===== src/design/ahp_pkg.sv =====
`timescale 1ns / 1ps
// ----------------------------------------------------------------------------
// ahp_pkg: shared types and helpers for the adts header parser
// status codes, the queue entry carried from front to back, header constants
// ----------------------------------------------------------------------------
package ahp_pkg;

    typedef enum logic [1:0] {
        ST_OK        = 2'd0,
        ST_SYNC_ERR  = 2'd1,
        ST_TRUNC     = 2'd2,
        ST_SHORT_LEN = 2'd3
    } ahp_status_t;

    localparam int AHP_QUEUE_DEPTH = 2;
    localparam int HDR_W           = 48;     // header bytes 2..7, byte 2 on top
    localparam int FLEN_W          = 13;
    localparam int PHASE_W         = 3;

    localparam logic [PHASE_W-1:0] PH_FIRST = 3'd0;
    localparam logic [PHASE_W-1:0] PH_SECOND = 3'd1;
    localparam logic [PHASE_W-1:0] PH_LAST_HDR = 3'd6;
    localparam logic [PHASE_W-1:0] PH_SKIP = 3'd7;

    localparam logic [7:0] SYNC_BYTE = 8'hFF;
    localparam logic [3:0] SYNC_NIBBLE = 4'hF;
    localparam logic [FLEN_W-1:0] HDR_BYTES = 13'd7;

    typedef struct packed {
        ahp_status_t        status;
        logic [HDR_W-1:0]   hdr;
    } ahp_entry_t;

    // frame length from header bytes 4..6
    function automatic logic [FLEN_W-1:0] ahp_frame_len(input logic [HDR_W-1:0] hdr);
        ahp_frame_len = {hdr[25:24], hdr[23:16], hdr[15:13]};
    endfunction

endpackage


===== src/design/ahp_front.sv =====
`timescale 1ns / 1ps
// ----------------------------------------------------------------------------
// ahp_front: byte acceptance and frame tracking
// checks sync, gathers header bytes, skips frame bodies, queues results
// ----------------------------------------------------------------------------
module ahp_front
    import ahp_pkg::*;
(
    input  logic               clk,
    input  logic               rst_n,
    input  logic               byte_valid,
    input  logic [7:0]         data_byte,
    input  logic               end_of_stream,
    output logic               byte_ready,
    input  logic               q_full,
    output logic               push,
    output ahp_entry_t         push_entry
);

    logic [PHASE_W-1:0] phase_reg, phase_next;
    logic [HDR_W-1:0]   hs_reg, hs_next;
    logic [FLEN_W-1:0]  skip_reg, skip_next;
    logic               halted_reg, halted_next;

    logic               take;
    logic [HDR_W-1:0]   hs_shift;
    logic [FLEN_W-1:0]  skip_dec;
    logic [FLEN_W-1:0]  flen;
    logic [FLEN_W-1:0]  body_len;
    logic               sync_fail;

    assign byte_ready = !q_full;
    assign take       = byte_valid && byte_ready;
    assign hs_shift   = (phase_reg >= PH_SECOND) ? {hs_reg[HDR_W-9:0], data_byte} : hs_reg;
    assign skip_dec   = skip_reg - FLEN_W'(1);
    assign flen       = ahp_frame_len(hs_shift);
    assign body_len   = flen - HDR_BYTES;
    assign sync_fail  = (phase_reg == PH_FIRST && data_byte != SYNC_BYTE)
                     || (phase_reg == PH_SECOND && data_byte[7:4] != SYNC_NIBBLE);

    always_comb
    begin
        phase_next  = phase_reg;
        hs_next     = hs_reg;
        skip_next   = skip_reg;
        halted_next = halted_reg;
        push        = 1'b0;
        push_entry  = '{status: ST_OK, hdr: '0};
        if (take && !halted_reg)
        begin
            if (phase_reg == PH_SKIP)
            begin
                if (skip_dec == '0 || end_of_stream)
                begin
                    skip_next  = '0;
                    phase_next = PH_FIRST;
                end
                else
                begin
                    skip_next = skip_dec;
                end
            end
            else if (sync_fail)
            begin
                halted_next       = 1'b1;
                phase_next        = PH_FIRST;
                push              = 1'b1;
                push_entry.status = ST_SYNC_ERR;
            end
            else if (phase_reg < PH_LAST_HDR)
            begin
                if (end_of_stream)
                begin
                    phase_next        = PH_FIRST;
                    hs_next           = '0;
                    push              = 1'b1;
                    push_entry.status = ST_TRUNC;
                end
                else
                begin
                    phase_next = phase_reg + PHASE_W'(1);
                    hs_next    = hs_shift;
                end
            end
            else
            begin
                // seventh byte completes the header
                hs_next        = '0;
                phase_next     = PH_FIRST;
                push           = 1'b1;
                push_entry.hdr = hs_shift;
                if (flen < HDR_BYTES)
                begin
                    push_entry.status = ST_SHORT_LEN;
                    halted_next       = 1'b1;
                end
                else if (body_len != '0 && !end_of_stream)
                begin
                    skip_next  = body_len;
                    phase_next = PH_SKIP;
                end
            end
        end
    end

    always_ff @(posedge clk or negedge rst_n)
    begin
        if (!rst_n)
        begin
            phase_reg  <= PH_FIRST;
            hs_reg     <= '0;
            skip_reg   <= '0;
            halted_reg <= 1'b0;
        end
        else
        begin
            phase_reg  <= phase_next;
            hs_reg     <= hs_next;
            skip_reg   <= skip_next;
            halted_reg <= halted_next;
        end
    end

    a_halted_silent: assert property (@(posedge clk) disable iff (!rst_n)
        halted_reg |-> !push)
        else $error("result queued while halted");

    a_skip_nonzero: assert property (@(posedge clk) disable iff (!rst_n)
        (phase_reg == PH_SKIP) |-> (skip_reg != '0))
        else $error("skipping with zero count");

    a_halt_sticky: assert property (@(posedge clk) disable iff (!rst_n)
        halted_reg |=> halted_reg)
        else $error("halt released without reset");

endmodule


===== src/design/ahp_queue.sv =====
`timescale 1ns / 1ps
// ----------------------------------------------------------------------------
// ahp_queue: short result queue
// decouples the byte front from the output stage
// ----------------------------------------------------------------------------
module ahp_queue
    import ahp_pkg::*;
#(
    parameter int DEPTH = AHP_QUEUE_DEPTH
)
(
    input  logic       clk,
    input  logic       rst_n,
    input  logic       push,
    input  ahp_entry_t push_entry,
    input  logic       pop,
    output ahp_entry_t pop_entry,
    output logic       full,
    output logic       empty
);

    localparam int PTR_W = (DEPTH > 1) ? $clog2(DEPTH) : 1;
    localparam int CNT_W = $clog2(DEPTH + 1);

    ahp_entry_t        mem [DEPTH];
    logic [PTR_W-1:0]  wr_ptr_reg, wr_ptr_next;
    logic [PTR_W-1:0]  rd_ptr_reg, rd_ptr_next;
    logic [CNT_W-1:0]  count_reg, count_next;

    assign full      = (count_reg == CNT_W'(DEPTH));
    assign empty     = (count_reg == '0);
    assign pop_entry = mem[rd_ptr_reg];

    always_comb
    begin
        wr_ptr_next = wr_ptr_reg;
        rd_ptr_next = rd_ptr_reg;
        count_next  = count_reg;
        if (push)
        begin
            wr_ptr_next = (wr_ptr_reg == PTR_W'(DEPTH - 1)) ? '0 : wr_ptr_reg + PTR_W'(1);
        end
        if (pop)
        begin
            rd_ptr_next = (rd_ptr_reg == PTR_W'(DEPTH - 1)) ? '0 : rd_ptr_reg + PTR_W'(1);
        end
        if (push && !pop)
        begin
            count_next = count_reg + CNT_W'(1);
        end
        else if (pop && !push)
        begin
            count_next = count_reg - CNT_W'(1);
        end
    end

    always_ff @(posedge clk)
    begin
        if (push)
        begin
            mem[wr_ptr_reg] <= push_entry;
        end
    end

    always_ff @(posedge clk or negedge rst_n)
    begin
        if (!rst_n)
        begin
            wr_ptr_reg <= '0;
            rd_ptr_reg <= '0;
            count_reg  <= '0;
        end
        else
        begin
            wr_ptr_reg <= wr_ptr_next;
            rd_ptr_reg <= rd_ptr_next;
            count_reg  <= count_next;
        end
    end

    a_no_overflow: assert property (@(posedge clk) disable iff (!rst_n)
        push |-> (!full || pop))
        else $error("push into full queue");

    a_no_underflow: assert property (@(posedge clk) disable iff (!rst_n)
        pop |-> !empty)
        else $error("pop from empty queue");

    a_count_up: assert property (@(posedge clk) disable iff (!rst_n)
        (push && !pop) |=> (count_reg == $past(count_reg) + CNT_W'(1)))
        else $error("queue count did not advance");

endmodule


===== src/design/ahp_back.sv =====
`timescale 1ns / 1ps
// ----------------------------------------------------------------------------
// ahp_back: header decode and output register
// splits a queued header into its fields and holds it for the sink
// ----------------------------------------------------------------------------
module ahp_back
    import ahp_pkg::*;
(
    input  logic        clk,
    input  logic        rst_n,
    input  logic        q_empty,
    input  ahp_entry_t  q_entry,
    output logic        pop,
    output logic        out_valid,
    input  logic        out_ready,
    output logic [47:0] out_data,
    output logic [1:0]  out_status
);

    logic        valid_reg;
    logic [47:0] data_reg, data_next;
    logic [1:0]  status_reg;

    logic [7:0] b1, b2, b3, b5, b6;

    assign b1 = q_entry.hdr[47:40];
    assign b2 = q_entry.hdr[39:32];
    assign b3 = q_entry.hdr[31:24];
    assign b5 = q_entry.hdr[15:8];
    assign b6 = q_entry.hdr[7:0];

    assign pop = !q_empty && (!valid_reg || out_ready);

    always_comb
    begin
        data_next        = '0;
        data_next[1:0]   = b2[7:6];                                // profile
        data_next[5:2]   = b2[5:2];                                // freq index
        data_next[8:6]   = {b2[0], b3[7:6]};                       // channels
        data_next[10:9]  = b1[2:1];                                // layer
        data_next[17:11] = {b1[3], b1[0], b2[1], b3[5], b3[4], b3[3], b3[2]};
        data_next[30:18] = ahp_frame_len(q_entry.hdr);
        data_next[41:31] = {b5[4:0], b6[7:2]};                     // fullness
        data_next[43:42] = b6[1:0];                                // raw blocks
    end

    always_ff @(posedge clk)
    begin
        if (pop)
        begin
            data_reg   <= data_next;
            status_reg <= q_entry.status;
        end
    end

    always_ff @(posedge clk or negedge rst_n)
    begin
        if (!rst_n)
        begin
            valid_reg <= 1'b0;
        end
        else if (pop)
        begin
            valid_reg <= 1'b1;
        end
        else if (out_ready)
        begin
            valid_reg <= 1'b0;
        end
    end

    assign out_valid  = valid_reg;
    assign out_data   = data_reg;
    assign out_status = status_reg;

endmodule


===== src/design/adts_header_parser_top.sv =====
`timescale 1ns / 1ps
// the byte transaction that completes a result writes it into the result queue; it then
// moves into the output register, which drives m_axis_tvalid, once that register is free
// throughput: one byte per cycle unless the result queue is full; the queue absorbs result bursts
// a stalled sink backs up through the result queue into s_axis_tready
// reset: rst_n asynchronous, active low; clears phase, skip count, halt, queue, output valid
// no clearing pass after reset: the parser takes bytes in the first cycle out of reset
// ----------------------------------------------------------------------------
// adts_header_parser_top: aac adts header parser
// streams raw adts bytes, reports each frame header, skips frame bodies
// ----------------------------------------------------------------------------
module adts_header_parser_top
    import ahp_pkg::*;
#(
    parameter int QUEUE_DEPTH = AHP_QUEUE_DEPTH
)
(
    input  logic        clk,
    input  logic        rst_n,
    // byte input
    input  logic        s_axis_tvalid,
    output logic        s_axis_tready,
    input  logic [7:0]  s_axis_tdata,   // [7:0] data_byte
    input  logic        s_axis_tlast,   // end_of_stream
    // header results
    output logic        m_axis_tvalid,
    input  logic        m_axis_tready,
    output logic [47:0] m_axis_tdata,   // [1:0] profile, [5:2] freq_index,
                                        // [8:6] channel_config, [10:9] layer,
                                        // [17:11] flag_bits, [30:18] frame length,
                                        // [41:31] fullness, [43:42] raw_blocks,
                                        // [47:44] zero
    output logic [1:0]  m_axis_tuser    // [1:0] status
);

    // front to queue
    logic       push;
    ahp_entry_t push_entry;
    logic       q_full;

    // queue to back
    logic       pop;
    logic       q_empty;
    ahp_entry_t q_entry;

    // front: sync check, header gather, body skip, halt on fatal errors
    ahp_front u_front (
        .clk           (clk),
        .rst_n         (rst_n),
        .byte_valid    (s_axis_tvalid),
        .data_byte     (s_axis_tdata),
        .end_of_stream (s_axis_tlast),
        .byte_ready    (s_axis_tready),
        .q_full        (q_full),
        .push          (push),
        .push_entry    (push_entry)
    );

    // result queue: raw header bytes plus status, one entry per result transaction
    ahp_queue #(
        .DEPTH (QUEUE_DEPTH)
    ) u_queue (
        .clk        (clk),
        .rst_n      (rst_n),
        .push       (push),
        .push_entry (push_entry),
        .pop        (pop),
        .pop_entry  (q_entry),
        .full       (q_full),
        .empty      (q_empty)
    );

    // back: field decode into the output register
    ahp_back u_back (
        .clk        (clk),
        .rst_n      (rst_n),
        .q_empty    (q_empty),
        .q_entry    (q_entry),
        .pop        (pop),
        .out_valid  (m_axis_tvalid),
        .out_ready  (m_axis_tready),
        .out_data   (m_axis_tdata),
        .out_status (m_axis_tuser)
    );

endmodule


===== config.mk =====
export PLATFORM = sky130hd
export DESIGN_NAME = adts_header_parser_top
export DESIGN_NICKNAME = d
export VERILOG_FILES = /design/src/design/ahp_pkg.sv /design/src/design/ahp_front.sv /design/src/design/ahp_queue.sv /design/src/design/ahp_back.sv /design/src/design/adts_header_parser_top.sv
export SDC_FILE = /design/constraint.sdc
export NUM_CORES = 1
export LEC_CHECK = 0
export BUFFER_PORTS_ARGS = -buffer_cell sky130_fd_sc_hd__buf_2
export CORE_MARGIN = 3
export CORE_UTILIZATION = 25
export CTS_CLUSTER_SIZE = 30
export DETAILED_ROUTE_END_ITERATION = 16
export PLACE_DENSITY = 0.5
export RECOVER_POWER = 100
export SYNTH_ARGS = -nofsm -noshare
export SYNTH_HDL_FRONTEND = slang
export SYNTH_SLANG_ARGS = --single-unit

===== constraint.sdc =====
create_clock -name clk -period 11.3 [get_ports clk]
set_input_delay 0.565 -clock clk [delete_from_list [all_inputs] [get_ports clk]]
set_output_delay 0.565 -clock clk [all_outputs]
set_load 0.03 [all_outputs]

==> impl_metrics.ini, run 1 <==
[critical_path]
cpPeakStageDelay_ps = 1900
critPathLaunchType = register
end_kind = register
worstPathCellList = inv_1 -> ha_1 -> or3_2 -> clkbuf_1 -> mux2i_1 -> inv_1 -> ha_1 -> nand2_1 -> mux2i_1 -> o21a_1 -> o2111ai_1 -> a2111oi_0 -> a21oi_4 -> nor2_1 -> mux2_1
crit_required_ps = 11700
slowest_stage = clkbuf_1
cp_max_fo = 54
worstSetupPathType = register to register
arrival_ps = 7870

[sta]
max_slew.worst_pin.slew_ps = 3760
setup_ws_ps = 3830
timing.setup.tns_ps = 0
rsz0062_at_grt = false
setup_viol = 0
hold_viol_final = 0
relSlewSlack_pct = -151
max_freq_mhz = 134
hold_slack_ps = 317
slew_violations = 375
post-route-period-util_pct = 66.1
finClkSkew_ps = 10.4
period_minus_slack_ps = 7470

[cells_and_area]
seq_area_mm2 = 0.00580
fill_cells = 3720
nets = 786
fin_util_pct = 29.6
drive_above_1_share_pct = 13.8
syn_to_final_growth_pct = 15.8
largest_reg_flops = 92
multiInputGateArea_mm2 = 0.00304

[placed_design]
dp_hpwl_mm = 13.5
io_buffers = 60
post-place-ws_ps = 6680
gp_congestion = 0.833

[clock_tree]
htree_levels = 1
cts_resized = 0
clk_path_buf_depth = 3
clk_latency_ps = 520
postCtsSetupRepairBufs = 0
cts-root-buf = clkbuf_16
cts.sinks = 204
holdBufCountCts = 0
cts_tree = done
numCtsBuffers = 23
path_clk_slew_ps = 60

[grt]
grt_pass1_vias = 5831
grt_overflow = 0
grt_max_degree = 67
grt_antenna_before_repair = 1
grt_util_all_layers_pct = 10.8
grt_pass1_wl_mm = 33.8

[logic_synthesis]
yosys.cell_count.top_type = edfxtp_1
yosysTopAreaCellShare_pct = 45.4
ys.flop_type = edfxtp_1
netlist_top_cells_count = 138 x edfxtp_1, 90 x nand2_1, 66 x dfrtp_1
postSynthCellCount = 714
yosysTopAreaCell = edfxtp_1
synthTopCellsByArea = edfxtp_1 45%, dfrtp_1 18%, mux2_2 5.7%, a22o_1 3.9%, nand2_1 3.7%
synth-edff-count = 138
synthAdderAreaFrac_pct = 1.23
async_flop_share_pct = 32.4
synth_top_family_by_area = compound AO/OA/AOI/OAI gates
synth_area_mm2 = 0.00912
post_synth.cell_area_avg_um2 = 12.8
synth_cell_types = 67
synth-xor-area-share_pct = 1.73
synth-simple-area-share_pct = 10.1
yosysWarnings = 0
synth_compound_area_share_pct = 12.4
ys_ff_latch = 204
muxShareOfSynthArea_pct = 7.85
seq_area_frac_synth_pct = 63.5

[pwr]
leakagePower_nw = 3.73
p_total_mw = 2.18
vdd.ir_drop.worst_mv = 0.0890
power.density_mw_per_mm2 = 206

[floorplan]
ios = 65
die_h_um = 197
die-area_mm2 = 0.0388
core_area_mm2 = 0.0357
start_util_pct = 25.5
num_rows = 69
die_w_um = 197

[outcome]
status = finished, violations left
violations = max-capacitance violations, max-slew violations

[drt]
drt_pass1_iterations = 4
vias = 5836
final_antenna_net_count = 0
wl_per_cell_um = 17.3
drc_errors = 0
drt_wl_total_mm = 21.5
via_per_inst = 4.70
drt_iter0_markers = 497

[worst_hold_path]
worst_hold_path_type = input pin to register

[run]
maxCapViolations = 8
## metal layers
layer	part of all wire (%)	routed length, um	vias up	track usage, %
li1	-	-	2740	-
met5	0	0	-	0
met3	3.8	825	26	1.93
met2	48	10300	116	17.7
met1	47	10000	2954	15.1
met4	1.5	326	0	2.16
## worst paths after layout
path                                                    to                             start  cells after the start  slack [ps]
max in group asynchronous   u_front.hs_reg[29]$_DFFE_PN0P_                             rst_n                      2        7740
max                        u_front.skip_reg[0]$_DFFE_PN0P_  u_front.phase_reg[1]$_DFFE_PN0P_                     15        3830
max reg2reg                u_front.skip_reg[0]$_DFFE_PN0P_  u_front.phase_reg[1]$_DFFE_PN0P_                     15        3830
min in group asynchronous     u_back.out_valid$_DFFE_PN0P_                             rst_n                      2        1430
min reg2reg                 u_front.halted_reg$_DFFE_PN0P_    u_front.halted_reg$_DFFE_PN0P_                      1         490
min                          u_front.hs_reg[3]$_DFFE_PN0P_                   s_axis_tdata[3]                      2         320
## area by class of cell
type / instances / area share, %
Sequential cell: 204 / 54.8
Multi-Input combinational cell: 450 / 28.8
Clock buffer: 26 / 5.74
Tap cell: 461 / 5.46
Timing Repair Buffer: 71 / 2.81
Clock inverter: 16 / 1.87
Inverter: 14 / 0.497
Antenna cell: 1 / 0.0237
## through the flow
| step | instances | instance area (um^2) |
|---|---|---|
| finish | 1243 | 10600 |
| global route | 1242 | 10600 |
| CTS | 1242 | 10700 |
| floorplan | 717 | 9130 |
| detailed placement | 1200 | 9890 |
| global placement | 1200 | 9890 |
## power breakdown
part	total (mW)	internal, mW	switching, mW
clock network	0.784	0.480	0.305
logic	0.405	0.119	0.285
registers	0.988	0.940	0.0484
## placed cells by master (no fill, tap or decap), drive strengths merged, types with 4 or more instances in the layout
master   synthesis  routed
clkbuf          36      81
nand2b           9       9
nand3           12      12
a211oi           4       4
mux2i           16      16
buf             13      16
o22ai            6       6
xor2             8       8
bufinv           0       4
nor3            17      17
mux2            49      49
xnor2           10      10
inv             14      15
edfxtp         138     138
o2bb2ai          7       7
nand2           90      90
dfrtp           66      66
a21oi           56      56
clkinv           0       9
nand4            5       5
ha               9       9
a22o            41      41
o31ai            4       4
o21ai           14      14
nor2            41      41
conb             1       4
## kinds of logic after synthesis
family	count (synthesis)
XOR/XNOR	18
adder cells (fa/ha/maj)	9
flip-flops	204
AND/OR/NAND/NOR	197
multiplexers	65
buffers and inverters	63
other	1
AO/OA/AOI/OAI	157
## critical path, delay by kind of cell (launching register included)
kind            cells  cell delay [ps]
mux                 3             1310
buf+inv             3             2270
flops               1              510
compound gates      4             1460
simple gates        3             1280
fa+ha+maj           2              510
No activity file was read; power rests on OpenSTA's default activity.
==> run 2: changes to the inputs <==
--- a/config.mk
+++ b/config.mk
@@ -10,7 +10,7 @@
 export CORE_UTILIZATION = 25
 export CTS_CLUSTER_SIZE = 30
 export DETAILED_ROUTE_END_ITERATION = 16
-export PLACE_DENSITY = 0.5
+export PLACE_DENSITY = 0.51
 export RECOVER_POWER = 100
 export SYNTH_ARGS = -nofsm -noshare
 export SYNTH_HDL_FRONTEND = slang
==> constraint.sdc (replaced) <==
create_clock -name clk -period 6.2 [get_ports clk]
set_input_delay 0.31 -clock clk [delete_from_list [all_inputs] [get_ports clk]]
set_output_delay 0.31 -clock clk [all_outputs]
set_load 0.03 [all_outputs]
==> impl_metrics.ini, run 2 (same netlist as run 1, synthesis figures left out) <==
[sta]
max_freq_mhz = 213
hold_viol_final = 0
max_slew.worst_pin.slew_ps = 3900
setup_viol = 0
relSlewSlack_pct = -160
timing.setup.tns_ps = 0
period_minus_slack_ps = 4690
finClkSkew_ps = 10.9
rsz0062_at_grt = false
post-route-period-util_pct = 75.6
slew_violations = 325

[critical_path]
end_kind = register
worstPathCellList = inv_1 -> ha_1 -> or3_1 -> mux2i_1 -> inv_1 -> ha_1 -> nand2_1 -> mux2i_1 -> a21oi_1 -> xnor2_1 -> nor4_1 -> a21oi_1 -> nor2_8 -> mux2_1
r2r_setup_slack_ps = 1510
r2r-end = u_front.skip_reg[0]$_DFFE_PN0P_
rr_startpoint = u_front.phase_reg[1]$_DFFE_PN0P_
critPathLaunchType = register
slowest_stage = a21oi_1
crit_required_ps = 6600
worstSetupPathType = register to register
reg2reg_depth = 14
cpPeakStageDelay_ps = 790
arrival_ps = 5090
cp_max_fo = 20

[clock_tree]
clk_latency_ps = 520
holdBufCountCts = 0
htree_levels = 1
clk_path_buf_depth = 3
cts_resized = 0
cts-root-buf = clkbuf_16
cts.sinks = 204
postCtsSetupRepairBufs = 0
numCtsBuffers = 24
path_clk_slew_ps = 60
cts_tree = done

[drt]
drt_pass1_iterations = 5
drt_iter0_markers = 438
via_per_inst = 4.69
drc_errors = 0
vias = 5844
drt_wl_total_mm = 21.4
final_antenna_net_count = 0
wl_per_cell_um = 17.2

[worst_hold_path]
holdPathEnd = u_back.out_valid$_DFFE_PN0P_
min_from = m_axis_tready
hold_depth = 3
worst_hold_path_type = input pin to register

[cells_and_area]
final_cell_mix = 138 x edfxtp_1, 90 x nand2_1, 66 x dfrtp_1
layout_commonest_cell = edfxtp_1
multiInputGateArea_mm2 = 0.00304
finalInstanceArea_mm2 = 0.0106
fill_cells = 3686
instances_no_fill = 1245
nets = 788
syn_to_final_growth_pct = 16.3
drive_above_1_share_pct = 14.2
seq_area_mm2 = 0.00580
diodes = 0
largest_reg_flops = 92

[placed_design]
gp_congestion = 0.834
place_inst = 1201
dp_hpwl_mm = 13.7
io_buffers = 60
placed_cell_area_mm2 = 0.00990

[grt]
grt_max_degree = 67
grt_util_all_layers_pct = 10.6
grt_pass1_wl_mm = 33.3
grt_antenna_before_repair = 0
grt_overflow = 0
grt_pass1_vias = 5734

[floorplan]
core_area_mm2 = 0.0357
die-area_mm2 = 0.0388
ios = 65
die_w_um = 197
num_rows = 69
die_h_um = 197
start_util_pct = 25.5

[pwr]
leakagePower_nw = 3.77
power.density_mw_per_mm2 = 376
vdd.ir_drop.worst_mv = 0.181

[outcome]
status = finished, violations left
violations = max-capacitance violations, max-slew violations

[run]
maxCapViolations = 7
-- run 2: metrics by stage --
stage	utilization, %	hold slack, ps	setup WS (ps)	power (mW)
2_1_floorplan	-	14.4	2250	2.37
3_3_place_gp	27.7	463	1920	2.62
3_5_place_dp	27.7	470	1780	2.62
4_1_cts	30.0	27.9	1770	4.11
5_1_grt	29.7	71.6	1140	4.18
6_report	29.7	69.8	1510	3.99
-- run 2: critical path: cells and delay by family, from the launching register on --
| family | cells | cell delay (ps) |
|---|---|---|
| xor+xnor | 1 | 270 |
| simple gates | 4 | 970 |
| buf+inv | 2 | 260 |
| mux | 3 | 1070 |
| compound gates | 2 | 950 |
| fa+ha+maj | 2 | 490 |
| flops | 1 | 550 |
-- run 2: how the worst max path moves through the flow --
stage / start / endpoint / depth (start not counted)
2_1_floorplan: u_front.phase_reg[1]$_DFFE_PN0P_ / u_front.skip_reg[0]$_DFFE_PN0P_ / 18
3_3_place_gp: u_front.phase_reg[1]$_DFFE_PN0P_ / u_front.skip_reg[0]$_DFFE_PN0P_ / 14
3_5_place_dp: u_front.phase_reg[1]$_DFFE_PN0P_ / u_front.skip_reg[9]$_DFFE_PN0P_ / 14
4_1_cts: u_front.phase_reg[1]$_DFFE_PN0P_ / u_front.skip_reg[0]$_DFFE_PN0P_ / 14
5_1_grt: u_front.phase_reg[1]$_DFFE_PN0P_ / u_front.skip_reg[0]$_DFFE_PN0P_ / 14
6_report: u_front.phase_reg[1]$_DFFE_PN0P_ / u_front.skip_reg[0]$_DFFE_PN0P_ / 14
-- run 2: where the power goes --
part | switching (mW) | internal (mW)
sequential | 0.0885 | 1.71
combinational | 0.514 | 0.215
clock | 0.556 | 0.906
total | 1.16 | 2.83
-- run 2: per-layer routing --
layer / track usage, % / share of wire, % / vias up
li1: - / - / 2740
met2: 17.3 / 47 / 138
met1: 15.2 / 46 / 2932
met3: 1.71 / 4.6 / 34
met5: 0 / 0 / -
met4: 2.19 / 1.8 / 0
-- run 2: area by class of cell --
| cell class | instances | share of cell area, % |
|---|---|---|
| clock buffer | 30 | 6.06 |
| inverter | 14 | 0.495 |
| sequential | 204 | 54.6 |
| tap | 461 | 5.44 |
| multi-input combinational | 450 | 28.7 |
| clock inverter | 14 | 1.77 |
| timing repair buffer | 72 | 2.90 |
